==> config.mk <==
export PLATFORM = sky130hd
export DESIGN_NAME = sm3_hash_engine_core_flat
export DESIGN_NICKNAME = d
export VERILOG_FILES = /design/src/rtl/sm3_pkg.sv /design/src/rtl/sm3_if.sv /design/src/rtl/sm3_hash_engine_core.sv /design/src/rtl/sm3_round_unit.sv /design/src/flat_wrapper.sv
export VERILOG_INCLUDE_DIRS = /design/src /design/src/rtl
export SDC_FILE = /design/constraint.sdc
export NUM_CORES = 2
export LEC_CHECK = 0
export BUFFER_PORTS_ARGS = -buffer_cell sky130_fd_sc_hd__buf_2
export CELL_PAD_IN_SITES_DETAIL_PLACEMENT = 1
export CELL_PAD_IN_SITES_GLOBAL_PLACEMENT = 1
export CORE_MARGIN = 5
export CORE_UTILIZATION = 52
export CTS_BUF_LIST = sky130_fd_sc_hd__clkbuf_16
export DETAILED_ROUTE_END_ITERATION = 6
export HOLD_SLACK_MARGIN = 0.03
export PLACE_DENSITY = 0.79
export SLEW_MARGIN = 20
export SYNTH_ARGS = -nofsm -noshare
export SYNTH_HDL_FRONTEND = slang
export SYNTH_SLANG_ARGS = --single-unit
==> constraint.sdc <==
create_clock -name clk -period 18.8 [get_ports clk]
set_input_delay 2.82 -clock clk [delete_from_list [all_inputs] [get_ports clk]]
set_output_delay 2.82 -clock clk [all_outputs]
set_load 0.02 [all_outputs]
==> src/rtl/sm3_hash_engine_core_assert.svh <==
// assertion macros for the sm3 hash engine
`ifndef SM3_HASH_ENGINE_CORE_ASSERT_SVH
`define SM3_HASH_ENGINE_CORE_ASSERT_SVH

`ifndef SYNTHESIS
`define SM3_ASSERT(label, prop, msg) \
    label: assert property (@(posedge clk) disable iff (!rst_n) prop) else $error(msg);
`define SM3_ASSERT_NEVER(label, expr, msg) \
    label: assert property (@(posedge clk) disable iff (!rst_n) !(expr)) else $error(msg);
`else
`define SM3_ASSERT(label, prop, msg)
`define SM3_ASSERT_NEVER(label, expr, msg)
`endif

`endif

==> src/rtl/sm3_pkg.sv <==
// shared types, constants and functions of the sm3 hash engine
package sm3_pkg;

    typedef logic [7:0][31:0] sm3_words_t;

    typedef struct packed {
        logic [31:0] message_word;
        logic [2:0]  valid_bytes;
        logic        last;
    } sm3_msg_t;

    typedef struct packed {
        logic [31:0] digest_word;
        logic [2:0]  word_index;
        logic        last_word;
    } sm3_digest_t;

    typedef struct packed {
        logic push;
        logic load;
        logic round;
    } sm3_ctl_t;

    localparam logic [31:0] SM3_T_LOW  = 32'h79CC4519;
    localparam logic [31:0] SM3_T_HIGH = 32'h7A879D8A;
    localparam logic [31:0] SM3_PAD_WORD = 32'h80000000;

    // word 0 is A, word 7 is H
    localparam sm3_words_t SM3_IV = {
        32'hB0FB0E4E, 32'hE38DEE4D, 32'h163138AA, 32'hA96F30BC,
        32'hDA8A0600, 32'h172442D7, 32'h4914B2B9, 32'h7380166F
    };

    function automatic logic [31:0] sm3_rotl(logic [31:0] x, logic [4:0] n);
        logic [63:0] d;
        d = {x, x} << n;
        return d[63:32];
    endfunction

    function automatic logic [31:0] sm3_p0(logic [31:0] x);
        return x ^ sm3_rotl(x, 5'd9) ^ sm3_rotl(x, 5'd17);
    endfunction

    function automatic logic [31:0] sm3_p1(logic [31:0] x);
        return x ^ sm3_rotl(x, 5'd15) ^ sm3_rotl(x, 5'd23);
    endfunction

    // round constant rotated by the round number
    function automatic logic [31:0] sm3_tj(logic [5:0] r);
        logic [31:0] t;
        t = (r < 6'd16) ? SM3_T_LOW : SM3_T_HIGH;
        return sm3_rotl(t, r[4:0]);
    endfunction

endpackage

==> src/rtl/sm3_if.sv <==
// handshake channels for message words and digest words
interface sm3_msg_if
    import sm3_pkg::*;
();
    logic     valid;
    logic     ready;
    sm3_msg_t data;

    modport source (output valid, output data, input ready);
    modport sink (input valid, input data, output ready);
endinterface

interface sm3_digest_if
    import sm3_pkg::*;
();
    logic        valid;
    logic        ready;
    sm3_digest_t data;

    modport source (output valid, output data, input ready);
    modport sink (input valid, input data, output ready);
endinterface

==> src/rtl/sm3_hash_engine_core.sv <==
// sm3 hash engine top level: word intake, padding, round sequencer and digest output
// a message word is taken only while the sequencer is idle; each full block then goes
// through working load, 64 rounds on the shared round unit and chaining fold, and
// no further message word is taken until that block is through
// the last word adds padding words, one or two block compressions and
// 8 digest words through an output register; rst_n clears control and sets the iv
`include "sm3_hash_engine_core_assert.svh"

module sm3_hash_engine_core
    import sm3_pkg::*;
(
    input  logic                clk,
    input  logic                rst_n,
    sm3_msg_if.sink             msg_in,
    sm3_digest_if.source        digest_out
);

    // sequencer states
    localparam logic [2:0] ST_IDLE  = 3'd0;
    localparam logic [2:0] ST_LOAD  = 3'd1;
    localparam logic [2:0] ST_ROUND = 3'd2;
    localparam logic [2:0] ST_FOLD  = 3'd3;
    localparam logic [2:0] ST_PAD   = 3'd4;
    localparam logic [2:0] ST_OUT   = 3'd5;

    logic [2:0]  state_reg, state_next;
    logic [3:0]  fill_reg, fill_next;        // words held in the block
    logic [5:0]  round_reg, round_next;
    logic [63:0] bitcnt_reg, bitcnt_next;    // message length in bits, wraps
    sm3_words_t  cv_reg, cv_next;            // chaining value
    logic        pad_reg, pad_next;          // padding the final block(s)
    logic        pad80_reg, pad80_next;      // a whole 0x80 word still owed
    logic        hi_done_reg, hi_done_next;  // upper length word pushed
    logic        final_reg, final_next;      // lower length word pushed
    logic [2:0]  out_idx_reg, out_idx_next;
    logic        out_valid_reg, out_valid_next;
    sm3_digest_t out_data_reg, out_data_next;

    sm3_ctl_t    ctl;
    logic [31:0] push_word;
    sm3_words_t  work;

    logic        accept;
    logic        full_word;
    logic [31:0] merged_word;
    logic [5:0]  add_bits;
    logic        out_load;

    assign msg_in.ready = (state_reg == ST_IDLE);
    assign accept       = msg_in.valid && msg_in.ready;
    assign full_word    = (msg_in.data.valid_bytes >= 3'd4);
    assign out_load     = (state_reg == ST_OUT) && (!out_valid_reg || digest_out.ready);

    // short last word: keep the valid bytes and append the 0x80 marker
    always_comb
    begin
        case (msg_in.data.valid_bytes[1:0])
            2'd0:    merged_word = SM3_PAD_WORD;
            2'd1:    merged_word = {msg_in.data.message_word[31:24], 24'h800000};
            2'd2:    merged_word = {msg_in.data.message_word[31:16], 16'h8000};
            default: merged_word = {msg_in.data.message_word[31:8], 8'h80};
        endcase
        if (msg_in.data.last && !full_word)
        begin
            add_bits = {1'b0, msg_in.data.valid_bytes[1:0], 3'b000};
        end
        else
        begin
            add_bits = 6'd32;
        end
    end

    // which word goes into the block this cycle
    always_comb
    begin
        ctl.push  = 1'b0;
        ctl.load  = (state_reg == ST_LOAD);
        ctl.round = (state_reg == ST_ROUND);
        push_word = msg_in.data.message_word;
        if (state_reg == ST_IDLE)
        begin
            ctl.push = accept;
            if (msg_in.data.last && !full_word)
            begin
                push_word = merged_word;
            end
        end
        else if (state_reg == ST_PAD)
        begin
            ctl.push = 1'b1;
            if (pad80_reg)
            begin
                push_word = SM3_PAD_WORD;
            end
            else if (hi_done_reg)
            begin
                push_word = bitcnt_reg[31:0];
            end
            else if (fill_reg == 4'd14)
            begin
                push_word = bitcnt_reg[63:32];
            end
            else
            begin
                push_word = '0;
            end
        end
    end

    always_comb
    begin
        state_next     = state_reg;
        fill_next      = fill_reg;
        round_next     = round_reg;
        bitcnt_next    = bitcnt_reg;
        cv_next        = cv_reg;
        pad_next       = pad_reg;
        pad80_next     = pad80_reg;
        hi_done_next   = hi_done_reg;
        final_next     = final_reg;
        out_idx_next   = out_idx_reg;
        out_data_next  = out_data_reg;
        out_valid_next = out_valid_reg;
        if (digest_out.ready)
        begin
            out_valid_next = 1'b0;
        end

        unique case (state_reg)
            ST_IDLE:
            begin
                if (accept)
                begin
                    bitcnt_next = bitcnt_reg + 64'(add_bits);
                    fill_next   = fill_reg + 4'd1;
                    if (msg_in.data.last)
                    begin
                        pad_next   = 1'b1;
                        pad80_next = full_word;
                    end
                    if (fill_reg == 4'd15)
                    begin
                        state_next = ST_LOAD;
                    end
                    else if (msg_in.data.last)
                    begin
                        state_next = ST_PAD;
                    end
                end
            end
            ST_PAD:
            begin
                fill_next = fill_reg + 4'd1;
                if (pad80_reg)
                begin
                    pad80_next = 1'b0;
                end
                else if (hi_done_reg)
                begin
                    final_next = 1'b1;
                end
                else if (fill_reg == 4'd14)
                begin
                    hi_done_next = 1'b1;
                end
                if (fill_reg == 4'd15)
                begin
                    state_next = ST_LOAD;
                end
            end
            ST_LOAD:
            begin
                round_next = '0;
                state_next = ST_ROUND;
            end
            ST_ROUND:
            begin
                round_next = round_reg + 6'd1;
                if (round_reg == 6'd63)
                begin
                    state_next = ST_FOLD;
                end
            end
            ST_FOLD:
            begin
                for (int k = 0; k < 8; k++)
                begin
                    cv_next[k] = cv_reg[k] ^ work[k];
                end
                if (final_reg)
                begin
                    state_next = ST_OUT;
                end
                else if (pad_reg)
                begin
                    state_next = ST_PAD;
                end
                else
                begin
                    state_next = ST_IDLE;
                end
            end
            ST_OUT:
            begin
                if (out_load)
                begin
                    out_valid_next            = 1'b1;
                    out_data_next.digest_word = cv_reg[out_idx_reg];
                    out_data_next.word_index  = out_idx_reg;
                    out_data_next.last_word   = (out_idx_reg == 3'd7);
                    out_idx_next              = out_idx_reg + 3'd1;
                    if (out_idx_reg == 3'd7)
                    begin
                        // digest is in the output register: back to reset state
                        cv_next      = SM3_IV;
                        bitcnt_next  = '0;
                        pad_next     = 1'b0;
                        pad80_next   = 1'b0;
                        hi_done_next = 1'b0;
                        final_next   = 1'b0;
                        state_next   = ST_IDLE;
                    end
                end
            end
            default:
            begin
                state_next = ST_IDLE;
            end
        endcase
    end

    always_ff @(posedge clk or negedge rst_n)
    begin
        if (!rst_n)
        begin
            state_reg     <= ST_IDLE;
            fill_reg      <= '0;
            round_reg     <= '0;
            bitcnt_reg    <= '0;
            cv_reg        <= SM3_IV;
            pad_reg       <= 1'b0;
            pad80_reg     <= 1'b0;
            hi_done_reg   <= 1'b0;
            final_reg     <= 1'b0;
            out_idx_reg   <= '0;
            out_valid_reg <= 1'b0;
        end
        else
        begin
            state_reg     <= state_next;
            fill_reg      <= fill_next;
            round_reg     <= round_next;
            bitcnt_reg    <= bitcnt_next;
            cv_reg        <= cv_next;
            pad_reg       <= pad_next;
            pad80_reg     <= pad80_next;
            hi_done_reg   <= hi_done_next;
            final_reg     <= final_next;
            out_idx_reg   <= out_idx_next;
            out_valid_reg <= out_valid_next;
        end
    end

    always_ff @(posedge clk)
    begin
        out_data_reg <= out_data_next;
    end

    assign digest_out.valid = out_valid_reg;
    assign digest_out.data  = out_data_reg;

    // shared round unit holds the message window and the working words
    sm3_round_unit u_round (
        .clk       (clk),
        .ctl       (ctl),
        .push_word (push_word),
        .round_idx (round_reg),
        .cv        (cv_reg),
        .work      (work)
    );

    `SM3_ASSERT(a_load_on_full_block, (state_reg == ST_LOAD) |-> (fill_reg == 4'd0), "block compressed before it was full")
    `SM3_ASSERT(a_round_count_parked, (state_reg != ST_ROUND) |-> (round_reg == 6'd0), "round counter not back at zero")
    `SM3_ASSERT(a_pad_needs_last, (state_reg == ST_PAD) |-> pad_reg, "padding without a last word")
    `SM3_ASSERT_NEVER(a_pad_order, pad80_reg && (hi_done_reg || final_reg), "length pushed before the pad marker")
    `SM3_ASSERT(a_digest_end_reset, (out_load && (out_idx_reg == 3'd7)) |=> ((state_reg == ST_IDLE) && (cv_reg == SM3_IV) && (bitcnt_reg == 64'd0)), "state not reset after the digest")
    `SM3_ASSERT(a_last_word_flag, digest_out.valid |-> (digest_out.data.last_word == (digest_out.data.word_index == 3'd7)), "last word flag and index disagree")

endmodule

==> src/rtl/sm3_round_unit.sv <==
// message window with on-the-fly expansion and the shared compression round
module sm3_round_unit
    import sm3_pkg::*;
(
    input  logic        clk,
    input  sm3_ctl_t    ctl,
    input  logic [31:0] push_word,
    input  logic [5:0]  round_idx,
    input  sm3_words_t  cv,
    output sm3_words_t  work
);

    logic [31:0] win_reg [16];
    logic [31:0] win_next [16];
    sm3_words_t  work_reg;
    sm3_words_t  work_next;

    logic [31:0] w_new;
    logic [31:0] a12;
    logic [31:0] ss1;
    logic [31:0] ss2;
    logic [31:0] ff;
    logic [31:0] gg;
    logic [31:0] tt1;
    logic [31:0] tt2;

    // window holds w[j] .. w[j+15]
    always_comb
    begin
        w_new = sm3_p1(win_reg[0] ^ win_reg[7] ^ sm3_rotl(win_reg[13], 5'd15))
              ^ sm3_rotl(win_reg[3], 5'd7) ^ win_reg[10];
        for (int i = 0; i < 15; i++)
        begin
            win_next[i] = (ctl.push || ctl.round) ? win_reg[i + 1] : win_reg[i];
        end
        if (ctl.push)
        begin
            win_next[15] = push_word;
        end
        else if (ctl.round)
        begin
            win_next[15] = w_new;
        end
        else
        begin
            win_next[15] = win_reg[15];
        end
    end

    always_comb
    begin
        a12 = sm3_rotl(work_reg[0], 5'd12);
        ss1 = sm3_rotl(a12 + work_reg[4] + sm3_tj(round_idx), 5'd7);
        ss2 = ss1 ^ a12;
        if (round_idx < 6'd16)
        begin
            ff = work_reg[0] ^ work_reg[1] ^ work_reg[2];
            gg = work_reg[4] ^ work_reg[5] ^ work_reg[6];
        end
        else
        begin
            ff = (work_reg[0] & work_reg[1]) | (work_reg[0] & work_reg[2])
               | (work_reg[1] & work_reg[2]);
            gg = (work_reg[4] & work_reg[5]) | (~work_reg[4] & work_reg[6]);
        end
        tt1 = ff + work_reg[3] + ss2 + (win_reg[0] ^ win_reg[4]);
        tt2 = gg + work_reg[7] + ss1 + win_reg[0];

        work_next = work_reg;
        if (ctl.load)
        begin
            work_next = cv;
        end
        else if (ctl.round)
        begin
            work_next[0] = tt1;
            work_next[1] = work_reg[0];
            work_next[2] = sm3_rotl(work_reg[1], 5'd9);
            work_next[3] = work_reg[2];
            work_next[4] = sm3_p0(tt2);
            work_next[5] = work_reg[4];
            work_next[6] = sm3_rotl(work_reg[5], 5'd19);
            work_next[7] = work_reg[6];
        end
    end

    always_ff @(posedge clk)
    begin
        win_reg  <= win_next;
        work_reg <= work_next;
    end

    assign work = work_reg;

endmodule

==> src/flat_wrapper.sv <==
// flat-port wrapper written by rule: the top's interface ports become plain ports
module sm3_hash_engine_core_flat import sm3_pkg::*;
  (clk, rst_n, msg_in_valid, msg_in_data, msg_in_ready, digest_out_valid, digest_out_data, digest_out_ready);
  sm3_msg_if msg_in_i ();
  sm3_digest_if digest_out_i ();
  input  logic clk;
  input  logic rst_n;
  input wire logic [$bits(msg_in_i.valid)-1:0] msg_in_valid;
  input wire logic [$bits(msg_in_i.data)-1:0] msg_in_data;
  output wire logic [$bits(msg_in_i.ready)-1:0] msg_in_ready;
  output wire logic [$bits(digest_out_i.valid)-1:0] digest_out_valid;
  output wire logic [$bits(digest_out_i.data)-1:0] digest_out_data;
  input wire logic [$bits(digest_out_i.ready)-1:0] digest_out_ready;
  assign msg_in_i.valid = msg_in_valid;
  assign msg_in_i.data = msg_in_data;
  assign msg_in_ready = msg_in_i.ready;
  assign digest_out_valid = digest_out_i.valid;
  assign digest_out_data = digest_out_i.data;
  assign digest_out_i.ready = digest_out_ready;
  sm3_hash_engine_core u_core (.clk(clk), .rst_n(rst_n), .msg_in(msg_in_i), .digest_out(digest_out_i));
endmodule
==> summary.txt <==
Synthesis
  • Post-Synthesis Cells: 5163
  • Mapped Avg Cell Area: 11.53 um^2
  • Post-synth EDFFs: 804
  • Yosys top cell area share: 40.55%
  • Synth area leaders: edfxtp_1 41%, dfrtp_1 9.2%, fa_1 6.4%, nand2_1 6.1%, dfstp_2 5.3%
  • Yosys warns: 0
  • Synth area leader: edfxtp_1
  • Mapped cell area: 59540 um^2
  • Cell variety after synth: 91
  • Mapped Nets: 5498
  • FF+latch count, synth: 1142
  • Asr flop ratio synth: 29.60%
  • Ys flop type: edfxtp_1
  • Post-synthesis sequential area ratio: 55.00%

Worst setup path
  • CP max FO: 27
  • Reg-to-Reg Start: u_core.round_reg[0]
  • FF-to-FF path depth: 34
  • Crit path DAT: 11.33 ns
  • Setup slack, reg-to-reg: 7.96 ns
  • Critical path launch point type: register
  • Worst Path Required: 19.29 ns
  • Worst path slowest cell: dfrtp_1
  • Slowest Stage Delay on Critical Path: 0.99 ns
  • CP Buf/Inv Count: 3
  • Critical Path End Type: register
  • RR Endpoint: u_core.u_round.work[22]
  • Worst Setup Path Type: register to register
  • Crit-path leading delay family: compound AO/OA/AOI/OAI gates

STA
  • Clock skew: 0.08270 ns
  • RSZ-0062 raised after global routing: no
  • Max_slew headroom: 11.29%
  • Fin. max-slew vios: 0
  • Final setup fails: 0
  • Setup_tns: 0 ns
  • F_max: 92.23 MHz
  • Period minus WS final: 10.84 ns
  • Final period util: 57.67%
  • Endpoints failing hold: 0
  • Slew @ Worst Pin: 1.321 ns

Floorplanning
  • I/O pin total: 78
  • Rows: 124
  • Die height: 348.4 um
  • Core Area: 114000 um^2
  • Die area: 121400 um^2
  • Starting Density: 52.22%
  • Die Wd: 348.4 um

Clock network
  • Clk Tree Root Cell: clkbuf_16
  • Clock tree sinks: 1142
  • Post-CTS Setup Bufs: 0
  • Max clock buf depth: 3
  • CTS tree: yes
  • Worst-path clk slew: 0.07 ns
  • # H-tree levels: 3
  • Post-CTS Hold Buffers: 0
  • TritonCTS buffer count: 120
  • Post-CTS Resized: 0
  • Clk_lat worst skew: 0.77 ns

Global route
  • Vias in the first global route: 43250
  • Antenna violations before repair: 6
  • Largest net degree at the start of global routing: 218
  • Overflow after GRT: 0
  • Global-route wire length before repair: 298700 um
  • Total GRT Usage: 33.60%

Cells and area
  • Nets: 5511
  • Area growth, synth to finish: 9.857%
  • Layout cell share with drive strength beyond 1: 10.94%
  • Max reg flops: 512
  • Most frequent cells in the layout: 966 x nand2_1, 804 x edfxtp_1, 351 x nor2_1, 335 x o21ai_0, 313 x xor2_1
  • N_diodes: 0
  • Commonest non-fill, non-tap cell in the layout: nand2_1

Routing
  • Post-DR wirelength/cell: 30.36 um
  • Final WL: 206300 um
  • Iter 0 DRT Violations: 3952
  • Residual DRC: 0
  • Post-route ant nets: 0
  • Pre-antenna DRT Iters: 6
  • Via Count: 41740
  • Via density: 6.143

Place
  • Port buffer count: 77
  • Post-DP HPWL: 147400 um
  • Final Wtd Congestion: 1.011

Hold path
  • Cells on Worst Hold Path: 0
  • Worst Hold Launch: u_core.u_round.win_reg[472]
  • Worst min path class: register to register
  • Hold endpoint: u_core.u_round.win_reg[504]

Job
  • Max cap viols: 0

Status
  • Status: completed
-- cell usage after synthesis (all sizes together), types with 13 or more instances --
cell type  number
o31ai          16
a222oi         26
dfrtp         219
nand3          59
ha            106
fa            189
a21oi         300
o21ai         346
nand2         967
a21o           37
o21a           17
xnor2         311
buf            30
inv           195
o211ai         13
and3          126
nor2          360
or3            16
nor2b          16
mux4           64
clkbuf        199
xor2          314
mux2i          65
nand2b         15
edfxtp        804
o21bai         13
nor3           34
dfstp         119
nand4          24
mux2           40
-- area by class of cell --
class                           instances  area (um^2)
Inverter                              196        744.5
Multi-Input combinational cell       3596        25240
Timing Repair Buffer                  120        805.8
Tap cell                             1512         1892
Clock buffer                          122         3053
Sequential cell                      1142        32760
Clock inverter                        107        917.1
Fill cell                           11710        48620
-- metal layers --
layer  global-route usage [%]  vias up  share of wire, %
li1                         -    17920                 -
met1                    42.58    21790                39
met2                    55.80     1569                48
met3                    5.134      452               5.7
met4                    18.63        6               6.9
met5                        0        -             0.020
-- worst max-delay path by stage --
stage / from / depth (start not counted) / slack (ns) / end
after floorplan: msg_in_valid / 4 / 3.28 / u_core.u_round.win_reg[0]
after global placement: u_core.round_reg[0] / 35 / 8.46 / u_core.u_round.work[31]
after detailed placement: u_core.round_reg[0] / 34 / 8.40 / u_core.u_round.work[28]
after CTS: u_core.round_reg[0] / 34 / 8.22 / u_core.u_round.work[22]
after global routing: u_core.round_reg[0] / 34 / 7.57 / u_core.u_round.work[22]
final: u_core.round_reg[0] / 34 / 7.96 / u_core.u_round.work[22]
-- worst reg2reg max path: cells and delay by family, from the launching register on --
| family | cells | cell delay [ns] |
|---|---|---|
| mux | 2 | 0.34 |
| xor+xnor | 2 | 0.50 |
| flops | 1 | 0.99 |
| fa+ha+maj | 7 | 3.05 |
| buf+inv | 3 | 0.50 |
| compound gates | 16 | 4.50 |
| simple gates | 4 | 0.74 |
-- per-stage QoR --
step                      cells  instance area (um^2)  hold WS (ns)  utilization, %  setup WS, ns
after floorplan            5163                 59540        0.4003               -         3.281
after global placement     6566                 61440        0.4002           53.88         8.461
after detailed placement   6566                 61440        0.4051           53.88         8.396
after CTS                  6795                 65410        0.4128           57.36         8.225
after global routing       6795                 65410        0.4194           57.36         7.569
final                      6795                 65410        0.4067           57.36         7.957
-- cell families after synthesis --
kind of cell	share of synthesized area, %
mux	4.270
flops	55.00
fa+ha+maj	8.598
simple gates	11.73
xor+xnor	9.269
compound gates	8.430
buf+inv	2.706
Power is not shown: default switching activity piles up to over one toggle a cycle in this logic, so the estimate is an artifact.
